==> src/rtl/ilt_pkg.sv <==
// Shared types and constants for the INI line tokenizer.
// No dependencies.
`timescale 1ns / 1ps
package ilt_pkg;
	typedef enum logic [2:0] {
		PH_LINE_START = 3'd0,
		PH_SECTION    = 3'd1,
		PH_KEY        = 3'd2,
		PH_VAL_START  = 3'd3,
		PH_UNQUOTED   = 3'd4,
		PH_QUOTED     = 3'd5,
		PH_TRAIL      = 3'd6,
		PH_IGNORE     = 3'd7
	} phase_t;

	localparam logic [2:0] K_SECT = 3'd0;
	localparam logic [2:0] K_KEY  = 3'd1;
	localparam logic [2:0] K_VAL  = 3'd2;
	localparam logic [2:0] K_LINE = 3'd3;
	localparam logic [2:0] K_ERR  = 3'd4;
	localparam logic [2:0] K_FILE = 3'd5;

	localparam logic [7:0] CH_QUOTE  = 8'd34;
	localparam logic [7:0] CH_HASH   = 8'd35;
	localparam logic [7:0] CH_SEMI   = 8'd59;
	localparam logic [7:0] CH_LBRACK = 8'd91;
	localparam logic [7:0] CH_RBRACK = 8'd93;
	localparam logic [7:0] CH_EQ     = 8'd61;
	localparam logic [7:0] CH_COLON  = 8'd58;
	localparam logic [7:0] CH_NL     = 8'd10;
	localparam logic [7:0] CH_NUL    = 8'd0;

	localparam logic [23:0] LINE_SAT = 24'hFFFFFF;

	// Command from the classifier to the emitter.
	typedef struct packed {
		logic        flush;    // emit held spaces first
		logic [5:0]  nflush;   // number of held spaces
		logic        emit;     // emit one token after flush
		logic [2:0]  kind;
		logic [7:0]  ch;
		logic [1:0]  ltype;
		logic [23:0] num;
	} cmd_t;

	function automatic logic is_ws(input logic [7:0] c);
		return (c == 8'd32) || (c >= 8'd9 && c <= 8'd13);
	endfunction

	function automatic logic is_letter(input logic [7:0] c);
		return (c >= 8'd65 && c <= 8'd90) || (c >= 8'd97 && c <= 8'd122);
	endfunction

	function automatic logic is_remark(input logic [7:0] c);
		return (c == CH_HASH) || (c == CH_SEMI);
	endfunction
endpackage

==> src/rtl/ilt_front.sv <==
// Front part: accepts bytes, runs the line parser, writes the space store
// and issues emitter commands. Depends on ilt_pkg.
`timescale 1ns / 1ps
module ilt_front #(
	parameter int MAX_SECTION_CHARS = 200,
	parameter int MAX_LINE_CHARS    = 4095,
	parameter int PENDING_DEPTH     = 32
) (
	input  logic                clk,
	input  logic                arst_n,
	input  logic                in_valid,
	output logic                in_ready,
	input  logic [7:0]          in_byte,
	input  logic                in_eof,
	output logic                cmd_valid,
	input  logic                cmd_ready,
	output ilt_pkg::cmd_t       cmd,
	output logic                wr_en,
	output logic [4:0]          wr_addr,
	output logic [7:0]          wr_data
);
	import ilt_pkg::*;

	phase_t      phase_q, phase_d;
	logic [5:0]  pcnt_q, pcnt_d;
	logic [7:0]  slen_q, slen_d;
	logic [11:0] llen_q, llen_d;
	logic [23:0] lcnt_q, lcnt_d;
	logic [23:0] ferr_q, ferr_d;
	logic        bad_q, bad_d;
	logic [1:0]  ltype_q, ltype_d;
	logic        vne_q, vne_d;
	logic        stop_q, stop_d;
	logic        go;
	cmd_t        c;
	logic        cv;

	assign in_ready = cmd_ready;
	assign go = in_valid && in_ready;
	assign cmd = c;
	assign cmd_valid = go && cv;

	always_comb begin
		logic [23:0] ln;
		logic        lbad;
		logic [1:0]  ty;
		phase_d = phase_q; pcnt_d = pcnt_q; slen_d = slen_q; llen_d = llen_q;
		lcnt_d = lcnt_q; ferr_d = ferr_q; bad_d = bad_q; ltype_d = ltype_q;
		vne_d = vne_q; stop_d = stop_q;
		c = '0; cv = 1'b0;
		wr_en = 1'b0; wr_addr = pcnt_q[4:0]; wr_data = in_byte;
		ln = lcnt_q; lbad = 1'b0; ty = ltype_q;
		if (in_eof) begin
			cv = 1'b1; c.emit = 1'b1; c.kind = K_FILE; c.num = ferr_q;
			phase_d = PH_LINE_START; pcnt_d = '0; slen_d = '0; llen_d = '0;
			bad_d = 1'b0; ltype_d = '0; vne_d = 1'b0;
			lcnt_d = '0; ferr_d = '0; stop_d = 1'b0;
		end else if (stop_q) begin
			cv = 1'b0;
		end else if (in_byte == CH_NL) begin
			lbad = bad_q || phase_q == PH_SECTION || phase_q == PH_KEY ||
				phase_q == PH_QUOTED;
			if (lcnt_q != LINE_SAT) ln = lcnt_q + 24'd1;
			lcnt_d = ln;
			cv = 1'b1; c.emit = 1'b1; c.num = ln;
			if (lbad) begin
				ferr_d = ln; stop_d = 1'b1; c.kind = K_ERR;
			end else begin
				if (ty == 2'd2 && !vne_q) ty = 2'd3;
				c.kind = K_LINE; c.ltype = ty;
			end
			phase_d = PH_LINE_START; pcnt_d = '0; slen_d = '0; llen_d = '0;
			bad_d = 1'b0; ltype_d = '0; vne_d = 1'b0;
		end else begin
			c.ch = in_byte; c.nflush = pcnt_q;
			if (32'(llen_q) >= MAX_LINE_CHARS - 1) begin
				bad_d = 1'b1; phase_d = PH_IGNORE; pcnt_d = '0;
			end else llen_d = llen_q + 12'd1;
			// phase_q is the old phase; a length fault above forces ignore
			if (phase_q != PH_IGNORE && phase_d != PH_IGNORE) begin
				if (in_byte == CH_NUL) begin
					if (phase_q == PH_SECTION || phase_q == PH_KEY ||
						phase_q == PH_QUOTED) bad_d = 1'b1;
					pcnt_d = '0; phase_d = PH_IGNORE;
				end else begin
					unique case (phase_q)
						PH_LINE_START: begin
							if (is_ws(in_byte)) begin
							end else if (in_byte == CH_LBRACK) begin
								ltype_d = 2'd1; slen_d = '0; phase_d = PH_SECTION;
							end else if (is_letter(in_byte)) begin
								ltype_d = 2'd2; phase_d = PH_KEY;
								cv = 1'b1; c.emit = 1'b1; c.kind = K_KEY;
							end else if (is_remark(in_byte)) phase_d = PH_IGNORE;
							else begin bad_d = 1'b1; phase_d = PH_IGNORE; pcnt_d = '0; end
						end
						PH_SECTION: begin
							if (in_byte == CH_RBRACK) phase_d = PH_TRAIL;
							else if (32'(slen_q) >= MAX_SECTION_CHARS) begin
								bad_d = 1'b1; phase_d = PH_IGNORE; pcnt_d = '0;
							end else begin
								slen_d = slen_q + 8'd1;
								cv = 1'b1; c.emit = 1'b1; c.kind = K_SECT;
							end
						end
						PH_KEY, PH_UNQUOTED: begin
							if (phase_q == PH_KEY && (in_byte == CH_EQ ||
								in_byte == CH_COLON)) begin
								pcnt_d = '0; phase_d = PH_VAL_START;
							end else if (phase_q == PH_UNQUOTED && is_remark(in_byte)) begin
								pcnt_d = '0; phase_d = PH_IGNORE;
							end else if (is_ws(in_byte)) begin
								if (32'(pcnt_q) >= PENDING_DEPTH) begin
									bad_d = 1'b1; phase_d = PH_IGNORE; pcnt_d = '0;
								end else begin
									// write only on an accepted transaction
									wr_en = go; pcnt_d = pcnt_q + 6'd1;
								end
							end else begin
								cv = 1'b1; c.flush = (pcnt_q != 6'd0); c.emit = 1'b1;
								c.kind = (phase_q == PH_KEY) ? K_KEY : K_VAL;
								pcnt_d = '0;
								if (phase_q == PH_UNQUOTED) vne_d = 1'b1;
							end
						end
						PH_VAL_START: begin
							if (is_ws(in_byte)) begin
							end else if (in_byte == CH_QUOTE) phase_d = PH_QUOTED;
							else if (is_remark(in_byte)) phase_d = PH_IGNORE;
							else begin
								phase_d = PH_UNQUOTED; vne_d = 1'b1;
								cv = 1'b1; c.emit = 1'b1; c.kind = K_VAL;
							end
						end
						PH_QUOTED: begin
							if (in_byte == CH_QUOTE) phase_d = PH_TRAIL;
							else begin
								vne_d = 1'b1; cv = 1'b1; c.emit = 1'b1; c.kind = K_VAL;
							end
						end
						PH_TRAIL: begin
							if (is_ws(in_byte)) begin
							end else if (is_remark(in_byte)) phase_d = PH_IGNORE;
							else begin bad_d = 1'b1; phase_d = PH_IGNORE; pcnt_d = '0; end
						end
						default: begin
						end
					endcase
				end
			end
		end
	end

	always_ff @(posedge clk or negedge arst_n) begin
		if (!arst_n) begin
			phase_q <= PH_LINE_START; pcnt_q <= '0; slen_q <= '0; llen_q <= '0;
			lcnt_q <= '0; ferr_q <= '0; bad_q <= 1'b0; ltype_q <= '0;
			vne_q <= 1'b0; stop_q <= 1'b0;
		end else if (go) begin
			phase_q <= phase_d; pcnt_q <= pcnt_d; slen_q <= slen_d;
			llen_q <= llen_d; lcnt_q <= lcnt_d; ferr_q <= ferr_d; bad_q <= bad_d;
			ltype_q <= ltype_d; vne_q <= vne_d; stop_q <= stop_d;
		end
	end
endmodule

==> src/rtl/ilt_back.sv <==
// Back part: command queue, pending-space memory and token emitter.
// Depends on ilt_pkg.
`timescale 1ns / 1ps
module ilt_back (
	input  logic          clk,
	input  logic          arst_n,
	input  logic          cmd_valid,
	output logic          cmd_ready,
	input  ilt_pkg::cmd_t cmd,
	input  logic          wr_en,
	input  logic [4:0]    wr_addr,
	input  logic [7:0]    wr_data,
	output logic          out_valid,
	input  logic          out_ready,
	output logic [2:0]    kind,
	output logic [7:0]    ch,
	output logic [1:0]    ltype,
	output logic [23:0]   num,
	output logic          last
);
	import ilt_pkg::*;

	// Two-entry queue. A flush copies the held spaces out of the memory,
	// which the front may overwrite for the next run; snapshot is kept in
	// a second bank selected per command.
	logic [7:0] mem0_q [0:31];
	logic [7:0] mem1_q [0:31];
	logic       wbank_q;
	cmd_t       qd_q [0:1];
	logic       qb_q [0:1];
	logic [1:0] cnt_q;
	logic       rd_q, wr_q;
	logic [5:0] idx_q;
	logic       go_out;
	logic       pop;
	cmd_t       h;
	logic       hb;
	logic       in_flush;

	assign h = qd_q[rd_q];
	assign hb = qb_q[rd_q];
	assign cmd_ready = (cnt_q != 2'd2);
	assign in_flush = h.flush && (idx_q < h.nflush);

	// Write always into the current bank; a flush command switches banks
	// so the next run cannot clobber spaces still queued.
	always_ff @(posedge clk) begin
		if (wr_en && !wbank_q) mem0_q[wr_addr] <= wr_data;
		if (wr_en && wbank_q) mem1_q[wr_addr] <= wr_data;
	end

	logic [7:0] rdat;
	assign rdat = hb ? mem1_q[idx_q[4:0]] : mem0_q[idx_q[4:0]];

	assign out_valid = (cnt_q != 2'd0) && (in_flush || h.emit);
	assign kind  = in_flush ? h.kind : h.kind;
	assign ch    = in_flush ? rdat : h.ch;
	assign ltype = in_flush ? 2'd0 : h.ltype;
	assign num   = in_flush ? 24'd0 : h.num;
	assign last  = !in_flush;
	assign go_out = out_valid && out_ready;
	assign pop = go_out && !in_flush;

	always_ff @(posedge clk or negedge arst_n) begin
		if (!arst_n) begin
			cnt_q <= '0; rd_q <= 1'b0; wr_q <= 1'b0; idx_q <= '0; wbank_q <= 1'b0;
		end else begin
			if (cmd_valid && cmd_ready) begin
				qd_q[wr_q] <= cmd;
				qb_q[wr_q] <= wbank_q;
				wr_q <= ~wr_q;
				if (cmd.flush) wbank_q <= ~wbank_q;
			end
			if (go_out) idx_q <= in_flush ? idx_q + 6'd1 : 6'd0;
			if (pop) rd_q <= ~rd_q;
			cnt_q <= cnt_q + {1'b0, cmd_valid && cmd_ready} - {1'b0, pop};
		end
	end
endmodule

==> src/rtl/ini_line_tokenizer.sv <==
// Top level of the INI line tokenizer: front parser and back emitter.
// Depends on ilt_pkg, ilt_front, ilt_back.
`timescale 1ns / 1ps
// Takes one text byte per transaction and streams tagged tokens out of
// the emitter's command queue. A byte is accepted every cycle while the
// two-entry command queue has room; a byte that releases held trailing
// spaces emits each held space and then its own token, so input stalls
// when the queue fills, either while such a flush drains or while the
// receiver holds off. Held spaces are kept in two 32-byte banks in the
// emitter.
module ini_line_tokenizer #(
	parameter int MAX_SECTION_CHARS = 200,
	parameter int MAX_LINE_CHARS    = 4095,
	parameter int PENDING_DEPTH     = 32
) (
	input  logic        clk,
	input  logic        arst_n,
	input  logic        s_tvalid,
	output logic        s_tready,
	input  logic [7:0]  s_tdata,  // byte_value[7:0]
	input  logic        s_tuser,  // end_of_file
	output logic        m_tvalid,
	input  logic        m_tready,
	output logic [39:0] m_tdata,  // token_char[7:0], line_type[9:8], line_number[33:10]
	output logic [2:0]  m_tuser,  // token_kind[2:0]
	output logic        m_tlast   // run_last
);
	import ilt_pkg::*;

	cmd_t       cmd;
	logic       cmd_valid, cmd_ready, wr_en;
	logic [4:0] wr_addr;
	logic [7:0] wr_data, ch;
	logic [1:0] ltype;
	logic [23:0] num;

	ilt_front #(
		.MAX_SECTION_CHARS(MAX_SECTION_CHARS),
		.MAX_LINE_CHARS(MAX_LINE_CHARS),
		.PENDING_DEPTH(PENDING_DEPTH)
	) u_front (
		.clk, .arst_n, .in_valid(s_tvalid), .in_ready(s_tready),
		.in_byte(s_tdata), .in_eof(s_tuser), .cmd_valid, .cmd_ready, .cmd,
		.wr_en, .wr_addr, .wr_data
	);

	ilt_back u_back (
		.clk, .arst_n, .cmd_valid, .cmd_ready, .cmd, .wr_en, .wr_addr, .wr_data,
		.out_valid(m_tvalid), .out_ready(m_tready), .kind(m_tuser), .ch,
		.ltype, .num, .last(m_tlast)
	);

	assign m_tdata = {6'd0, num, ltype, ch};
endmodule

==> config.mk <==
export PLATFORM = sky130hd
export DESIGN_NAME = ini_line_tokenizer
export DESIGN_NICKNAME = d
export VERILOG_FILES = /design/src/rtl/ilt_pkg.sv /design/src/rtl/ilt_front.sv /design/src/rtl/ilt_back.sv /design/src/rtl/ini_line_tokenizer.sv
export SDC_FILE = /design/constraint.sdc
export NUM_CORES = 1
export LEC_CHECK = 0
export BUFFER_PORTS_ARGS = -buffer_cell sky130_fd_sc_hd__buf_2
export CAP_MARGIN = 20
export CORE_MARGIN = 3
export CORE_UTILIZATION = 35
export CTS_BUF_LIST = sky130_fd_sc_hd__clkbuf_16
export DETAILED_ROUTE_END_ITERATION = 7
export PLACE_DENSITY = 0.48
export SLEW_MARGIN = 20
export SYNTH_ARGS = -nofsm -noshare
export SYNTH_HDL_FRONTEND = slang
export SYNTH_SLANG_ARGS = --single-unit
==> constraint.sdc <==
create_clock -name clk -period 4.6 [get_ports clk]
set_clock_uncertainty 0.2 [all_clocks]
set_input_delay 0.92 -clock clk [delete_from_list [all_inputs] [get_ports clk]]
set_output_delay 0.92 -clock clk [all_outputs]
set_load 0.02 [all_outputs]
* Word-level counts from Yosys, hierarchy flattened *
Memories as Yosys holds them, arrays and structs flattened.
Cells that the tools add are included.

word-level totals
  bits in registers = 93
  bits in writable memories = 604
  bits of input ports = 13
  logic and storage cells = 308
  memories kept = 4

cells by class
  add/sub/neg operators = 7
  order comparisons = 10
  equality and inequality tests = 36
  muxes and demuxes = 183
  bitwise gates (word level) = 3
  reductions and logical operators = 50

memory list
  name           words  bits a word  rd ports  clocked after memory_dff  wr ports  line            text
  u_back.mem0_q  32     8            1         0                         1         ilt_back.sv:26  logic [7:0] mem0_q [0:31];
  u_back.mem1_q  32     8            1         0                         1         ilt_back.sv:27  logic [7:0] mem1_q [0:31];
  u_back.qd_q    2      45           1         0                         1         ilt_back.sv:29  cmd_t qd_q [0:1];
  u_back.qb_q    2      1            1         0                         1         ilt_back.sv:30  logic qb_q [0:1];

operators by type and width
  kind                                                                                  number
  24-bit two-way mux                                                                    10
  6-bit two-way mux                                                                     18
  8-bit two-way mux                                                                     12
  1-bit two-way mux                                                                     74
  3-bit two-way mux                                                                     23
  4-bit two-way mux                                                                     16
  8-bit by 6-bit == test with 1-bit output (second input constant)                      6
  12-bit two-way mux                                                                    4
  45-bit two-way mux                                                                    1
  4-bit by 3-bit inequality test with 1-bit output (second input constant)              10
  2-bit two-way mux                                                                     14
  26-bit two-way mux                                                                    1
  24-bit by 1-bit adder with 24-bit output (second input constant)                      1
  24-bit inequality test (second input constant)                                        1
  6-bit case mux with 4 select lines                                                    1
  4-bit case mux with 5 select lines                                                    1
  3-bit case mux with 6 select lines                                                    1
  1-bit logical AND                                                                     17
  8-bit by 7-bit == test with 1-bit output (second input constant)                      2
  8-bit by 7-bit greater-or-equal comparator with 1-bit output (second input constant)  2
  8-bit by 7-bit less-or-equal comparator with 1-bit output (second input constant)     2
  8-bit case mux with 2 select lines                                                    1
  7-bit two-way mux                                                                     2
  13-bit AND reduction                                                                  1
  other kinds (40)                                                                      68

* Logic depth before layout (Yosys ltp) *
  word-level depth = 17
  gate-level depth with buffers = 16
  gate-level depth less buffers = 12

* Hierarchy *
Synthesis repeated with hierarchy kept, for this count alone.

second synthesis, totals
  cell total of the unflattened synthesis = 1,804
  area total of the unflattened synthesis = 29,747.3 um^2

by module, submodules not included
  module              times used  cells each  area an instance (um^2)  seq. area each (um^2)
  ilt_back            1           1,078       23,940.5                 18,412.7
  ilt_front           1           719         5,758.0                  2,052.0
  ini_line_tokenizer  1           7           48.8                     0.0

* Worst setup path before layout *
No wires, ideal clock.

  path kind = input -> register
  start point = input s_tdata[3]
  end point = memory u_back.qb_q[1] (enable)
  arrival = 3.794 ns
  data required time = 3.992 ns
  path slack = 0.197 ns
  stages = 9
  buffers on the path = 2
  path through = buf_2 -> nand2b_1 -> nor4_4 -> or3_1 -> buf_2 -> or3_2 -> o2111ai_2 -> o311a_4 -> and3_1

between the ends
  cells in the longest elaborated chain, start to end = 17

RTL lines
  element                                                                               line                               text
  start, declared                                                                       ini_line_tokenizer.sv:20           input logic [7:0] s_tdata,
  8-bit by 4-bit greater-or-equal comparator with 1-bit output (tied with other cells)  ilt_pkg.sv:47                      return (c == 8'd32) || (c >= 8'd9 && c <= 8'd13);
  1-bit logical AND, on equally long branches                                           ilt_pkg.sv:47, ilt_pkg.sv:51
  1-bit logical OR, on equally long branches                                            ilt_pkg.sv:47, ilt_pkg.sv:51
  1-bit two-way mux, on equally long branches                                           ilt_front.sv:112, ilt_front.sv:91
  1-bit two-way mux, on equally long branches                                           ilt_front.sv:110, ilt_front.sv:89
  1-bit two-way mux, on equally long branches                                           ilt_front.sv:107, ilt_front.sv:88
  1-bit case mux with 5 select lines                                                    ilt_front.sv:86                    unique case (phase_q)
  1-bit two-way mux                                                                     ilt_front.sv:81                    if (in_byte == CH_NUL) begin
  1-bit two-way mux                                                                     ilt_front.sv:80                    if (phase_q != PH_IGNORE && phase_d != PH_IGNORE) begin
  1-bit two-way mux *                                                                   ilt_front.sv:60                    end else if (in_byte == CH_NL) begin
  1-bit two-way mux *                                                                   ilt_front.sv:58                    end else if (stop_q) begin
  1-bit two-way mux *                                                                   ilt_front.sv:53                    if (in_eof) begin
  1-bit logical AND *                                                                   ilt_front.sv:41                    assign cmd_valid = go && cv;
  1-bit logical AND *                                                                   ilt_back.sv:68                     if (cmd_valid && cmd_ready) begin
  1-bit two-way mux *                                                                   ilt_back.sv:68
  1-bit logical AND (not written as such) *                                             ilt_back.sv:70                     qb_q[wr_q] <= wbank_q;
  1-bit two-way mux (not written as such) *                                             ilt_back.sv:70
  end, declared                                                                         ilt_back.sv:30

Every way passes the cells marked *; elsewhere a longest branch is shown, timed or not.

* Worst setup path in the final report *
  start point = register u_back.idx_q[0]
  end point = output m_tdata[2]

between the ends
  cells in the longest elaborated chain, start to end = 3

RTL lines
  element                                                        line                            text
  start, declared                                                ilt_back.sv:33                  logic [5:0] idx_q;
  start signal, assigned                                         ilt_back.sv:74                  if (go_out) idx_q <= in_flush ? idx_q + 6'd1 : 6'd0;
  memory read 32 x 8 bit (tied with other cells)                 n/a
  8-bit two-way mux / 1-bit logical AND (equally long branches)  ilt_back.sv:53, ilt_back.sv:43
  8-bit two-way mux *                                            ilt_back.sv:57                  assign ch = in_flush ? rdat : h.ch;
  end, declared                                                  ini_line_tokenizer.sv:24        output logic [39:0] m_tdata,

Marks and branches as above.

==> flow_summary.toml <==
[worst_setup_path]
r2r_cells = 10
worst-path-max-fanout = 13
critPathArrivalTime_ps = 3390
worst-path-stages = 7
startpoint_type = "register"
critical_path_class = "register to output pin"
slowest_stage = "dfrtp_4"
crit_path_end_kind = "output pin"
cpMostUsedCell = "mux4_2"
crit_chain = "buf_12, mux4_2, mux4_2, a211oi_1, buf_4, a31oi_1, buf_2"
worst_r2r_startpoint = "u_back.rd_q"
cp_num_buf_inv = 3
startpoint = "u_back.idx_q[0]"
cp.required_ps = 3480
cp_top_family = "multiplexers"
cpPeakStageDelay_ps = 550

[cells_and_area]
nFillCells = 7481
regArea_mm2 = 0.0205
drive_gt1_share_pct = 23.9
final_common_cell = "edfxtp_1"
nets = 2034
multi_input_area_mm2 = 0.00857
area_growth_pct = 16.7
layout_common_cells = "edfxtp_1 (604), mux4_2 (144), nor2_1 (144)"

[logic_synthesis]
ys.flop_type = "edfxtp_1"
syn-cell-area_mm2 = 0.0295
yosys_register_bits = 697
yosys_warnings = 0
syn_inst = 1827
synth-edff-count = 604
yosys.cell_types.count = 79
yosysSeqAreaShare_pct = 69.3
async_flop_share_pct = 13.3
avgSynthCellArea_um2 = 16.2

[status]
status = "finished clean"

[global_route]
grt_overflow = 0
grt_pass1_wl_um = 111000
grt_pass1_vias = 16900
grtUsageTotal_pct = 17.1
antenna_found_initial = 5
grt_max_degree = 67

[sta]
slew_headroom_pct = 34.4
period_minus_slack_ps = 4510
finalSetupViolations = 0
worst_slack_ps = 86.1
finalHoldViolCount = 0
holdWs_ps = 125
fmax_ghz = 0.222
worstMarginPinSlew_ps = 976
slew_violations = 0
finalCritPeriodShare_pct = 98.1
setup_tns_ps = 0
rsz0062_at_grt = "false"

[placed_design]
gp_congestion = 0.832
hpwlAfterDp_um = 48400
place_ws_ps = 426
io_buffers = 52

[cts]
clock-root-buffer = "clkbuf_16"
cts_made_buffers = 78
hold_buffers = 0
clk_pin_slew_ps = 60
cts_tree = "done"
clkLatencyLatePin_ps = 610
clockBufferDepth = 3
numClockSinks = 697
cts_max_level = 3

[power]
peakVddDrop_mv = 0.290
p_leak_uw = 0.0116
power_density_mw_per_mm2 = 517

[route]
drc_errors = 0
dr.first_iter.drc_count = 1191
vias = 16700
drt_pre_antenna_iters = 5
ant_nets = 0
post_drt_wl_per_cell_um = 23.7
routed_wl_um = 75400
viasPerCell = 5.24

[floorplan]
die_h_um = 296
start_util_pct = 35.6
chipWidth_um = 296
die_area_mm2 = 0.0879
core_area_mm2 = 0.0829
io_pins = 59
num_rows = 105

[hold_path]
holdCritPathClass = "input port to async pin"

[run]
maxCapViolCount = 0
timing repair:
| action | in CTS | in global routing |
|---|---|---|
| cloned | 0 | 2 |
| resized for setup | 4 | 5 |
| endpoints found under the setup margin | 8 | 6 |
| setup buffers | 4 | 13 |
| pin swaps | 0 | 1 |
power by group:
| group | switching (uW) | internal (uW) |
|---|---|---|
| clock network | 2450 | 3450 |
| registers | 247 | 7090 |
| logic | 2690 | 1890 |
kinds of logic after synthesis:
| kind of cell | Yosys count | synth area share [%] |
|---|---|---|
| compound gates | 255 | 5.60 |
| xor+xnor | 32 | 0.949 |
| fa+ha+maj | 17 | 0.720 |
| buf+inv | 128 | 1.88 |
| flops | 697 | 69.3 |
| mux | 218 | 13.5 |
| other cells | 1 | 0.0127 |
| simple gates | 479 | 8.04 |
layer usage:
metal,routed length (um),track usage [%]
met1,34300,24.0
met2,36300,27.9
met3,3520,2.92
met4,1270,4.33
met5,43,0
synthesized netlist by cell type, types with 5 or more instances:
| library cell | count | share of area, % |
|---|---|---|
| edfxtp_1 | 604 | 61 |
| mux4_2 | 144 | 11 |
| nor2_1 | 144 | 1.8 |
| nand2_1 | 126 | 1.6 |
| dfrtp_1 | 93 | 7.9 |
| o21ai_0 | 78 | 1.3 |
| mux2i_1 | 69 | 2.3 |
| clkbuf_1 | 53 | 0.67 |
| nand3_1 | 46 | 0.78 |
| a21oi_1 | 41 | 0.69 |
| buf_2 | 26 | 0.44 |
| a31oi_1 | 24 | 0.51 |
| o31ai_1 | 23 | 0.58 |
| inv_1 | 22 | 0.28 |
| o22ai_1 | 20 | 0.42 |
| xor2_1 | 20 | 0.59 |
| a211oi_1 | 18 | 0.46 |
| nor3_1 | 18 | 0.31 |
| buf_1 | 17 | 0.22 |
| ha_1 | 17 | 0.72 |
| nand4_1 | 15 | 0.32 |
| nor2b_1 | 15 | 0.32 |
| or3_1 | 15 | 0.32 |
| and2_1 | 13 | 0.28 |
| and3_1 | 13 | 0.28 |
| xnor2_1 | 12 | 0.36 |
| nor4_1 | 11 | 0.23 |
| nand2b_1 | 10 | 0.21 |
| buf_4 | 9 | 0.23 |
| nand3b_1 | 7 | 0.18 |
| and4_1 | 6 | 0.18 |
| mux2_2 | 5 | 0.19 |
| o311ai_0 | 5 | 0.15 |
| o41ai_1 | 5 | 0.15 |
| or2_2 | 5 | 0.11 |
path summary, 6_finish.rpt:
kind                       slack (ps)                 end
min in group clk                  280         u_back.wr_q
max reg2reg                       890     u_back.cnt_q[1]
min reg2reg                       280         u_back.wr_q
max in group asynchronous        2960  u_front.lcnt_q[12]
max                                90          m_tdata[2]
min                               120   u_front.llen_q[4]
state kept, by name, indices dropped and copies added, names as in the netlist, 6 cells and up:
| name | count |
|---|---|
| u_back.mem0_q | 256 |
| u_back.mem1_q | 256 |
| u_back.qd_q | 90 |
| u_front.ferr_q | 24 |
| u_front.lcnt_q | 24 |
| u_front.llen_q | 12 |
| u_front.slen_q | 8 |
| u_back.idx_q | 6 |
| u_front.pcnt_q | 6 |
final cells by class:
cell class | count | share of cell area (%)
Antenna cell | 1 | 0.00726
Clock buffer | 81 | 5.88
Clock inverter | 56 | 1.12
Inverter | 22 | 0.240
Multi-Input combinational cell | 1007 | 24.9
Sequential cell | 697 | 59.4
Tap cell | 1123 | 4.08
Timing Repair Buffer | 198 | 4.41
through the flow:
| stage | instance area [um^2] | utilization, % | power [uW] | std cells |
|---|---|---|---|---|
| after floorplan | 29600 | - | 10200 | 1832 |
| after global placement | 31800 | 38.4 | 11900 | 3028 |
| after detailed placement | 31800 | 38.4 | 11900 | 3028 |
| after CTS | 34300 | 41.3 | 17900 | 3169 |
| after global routing | 34500 | 41.6 | 18600 | 3184 |
| final | 34500 | 41.6 | 17800 | 3185 |
Power figures use the tool's default switching activity.
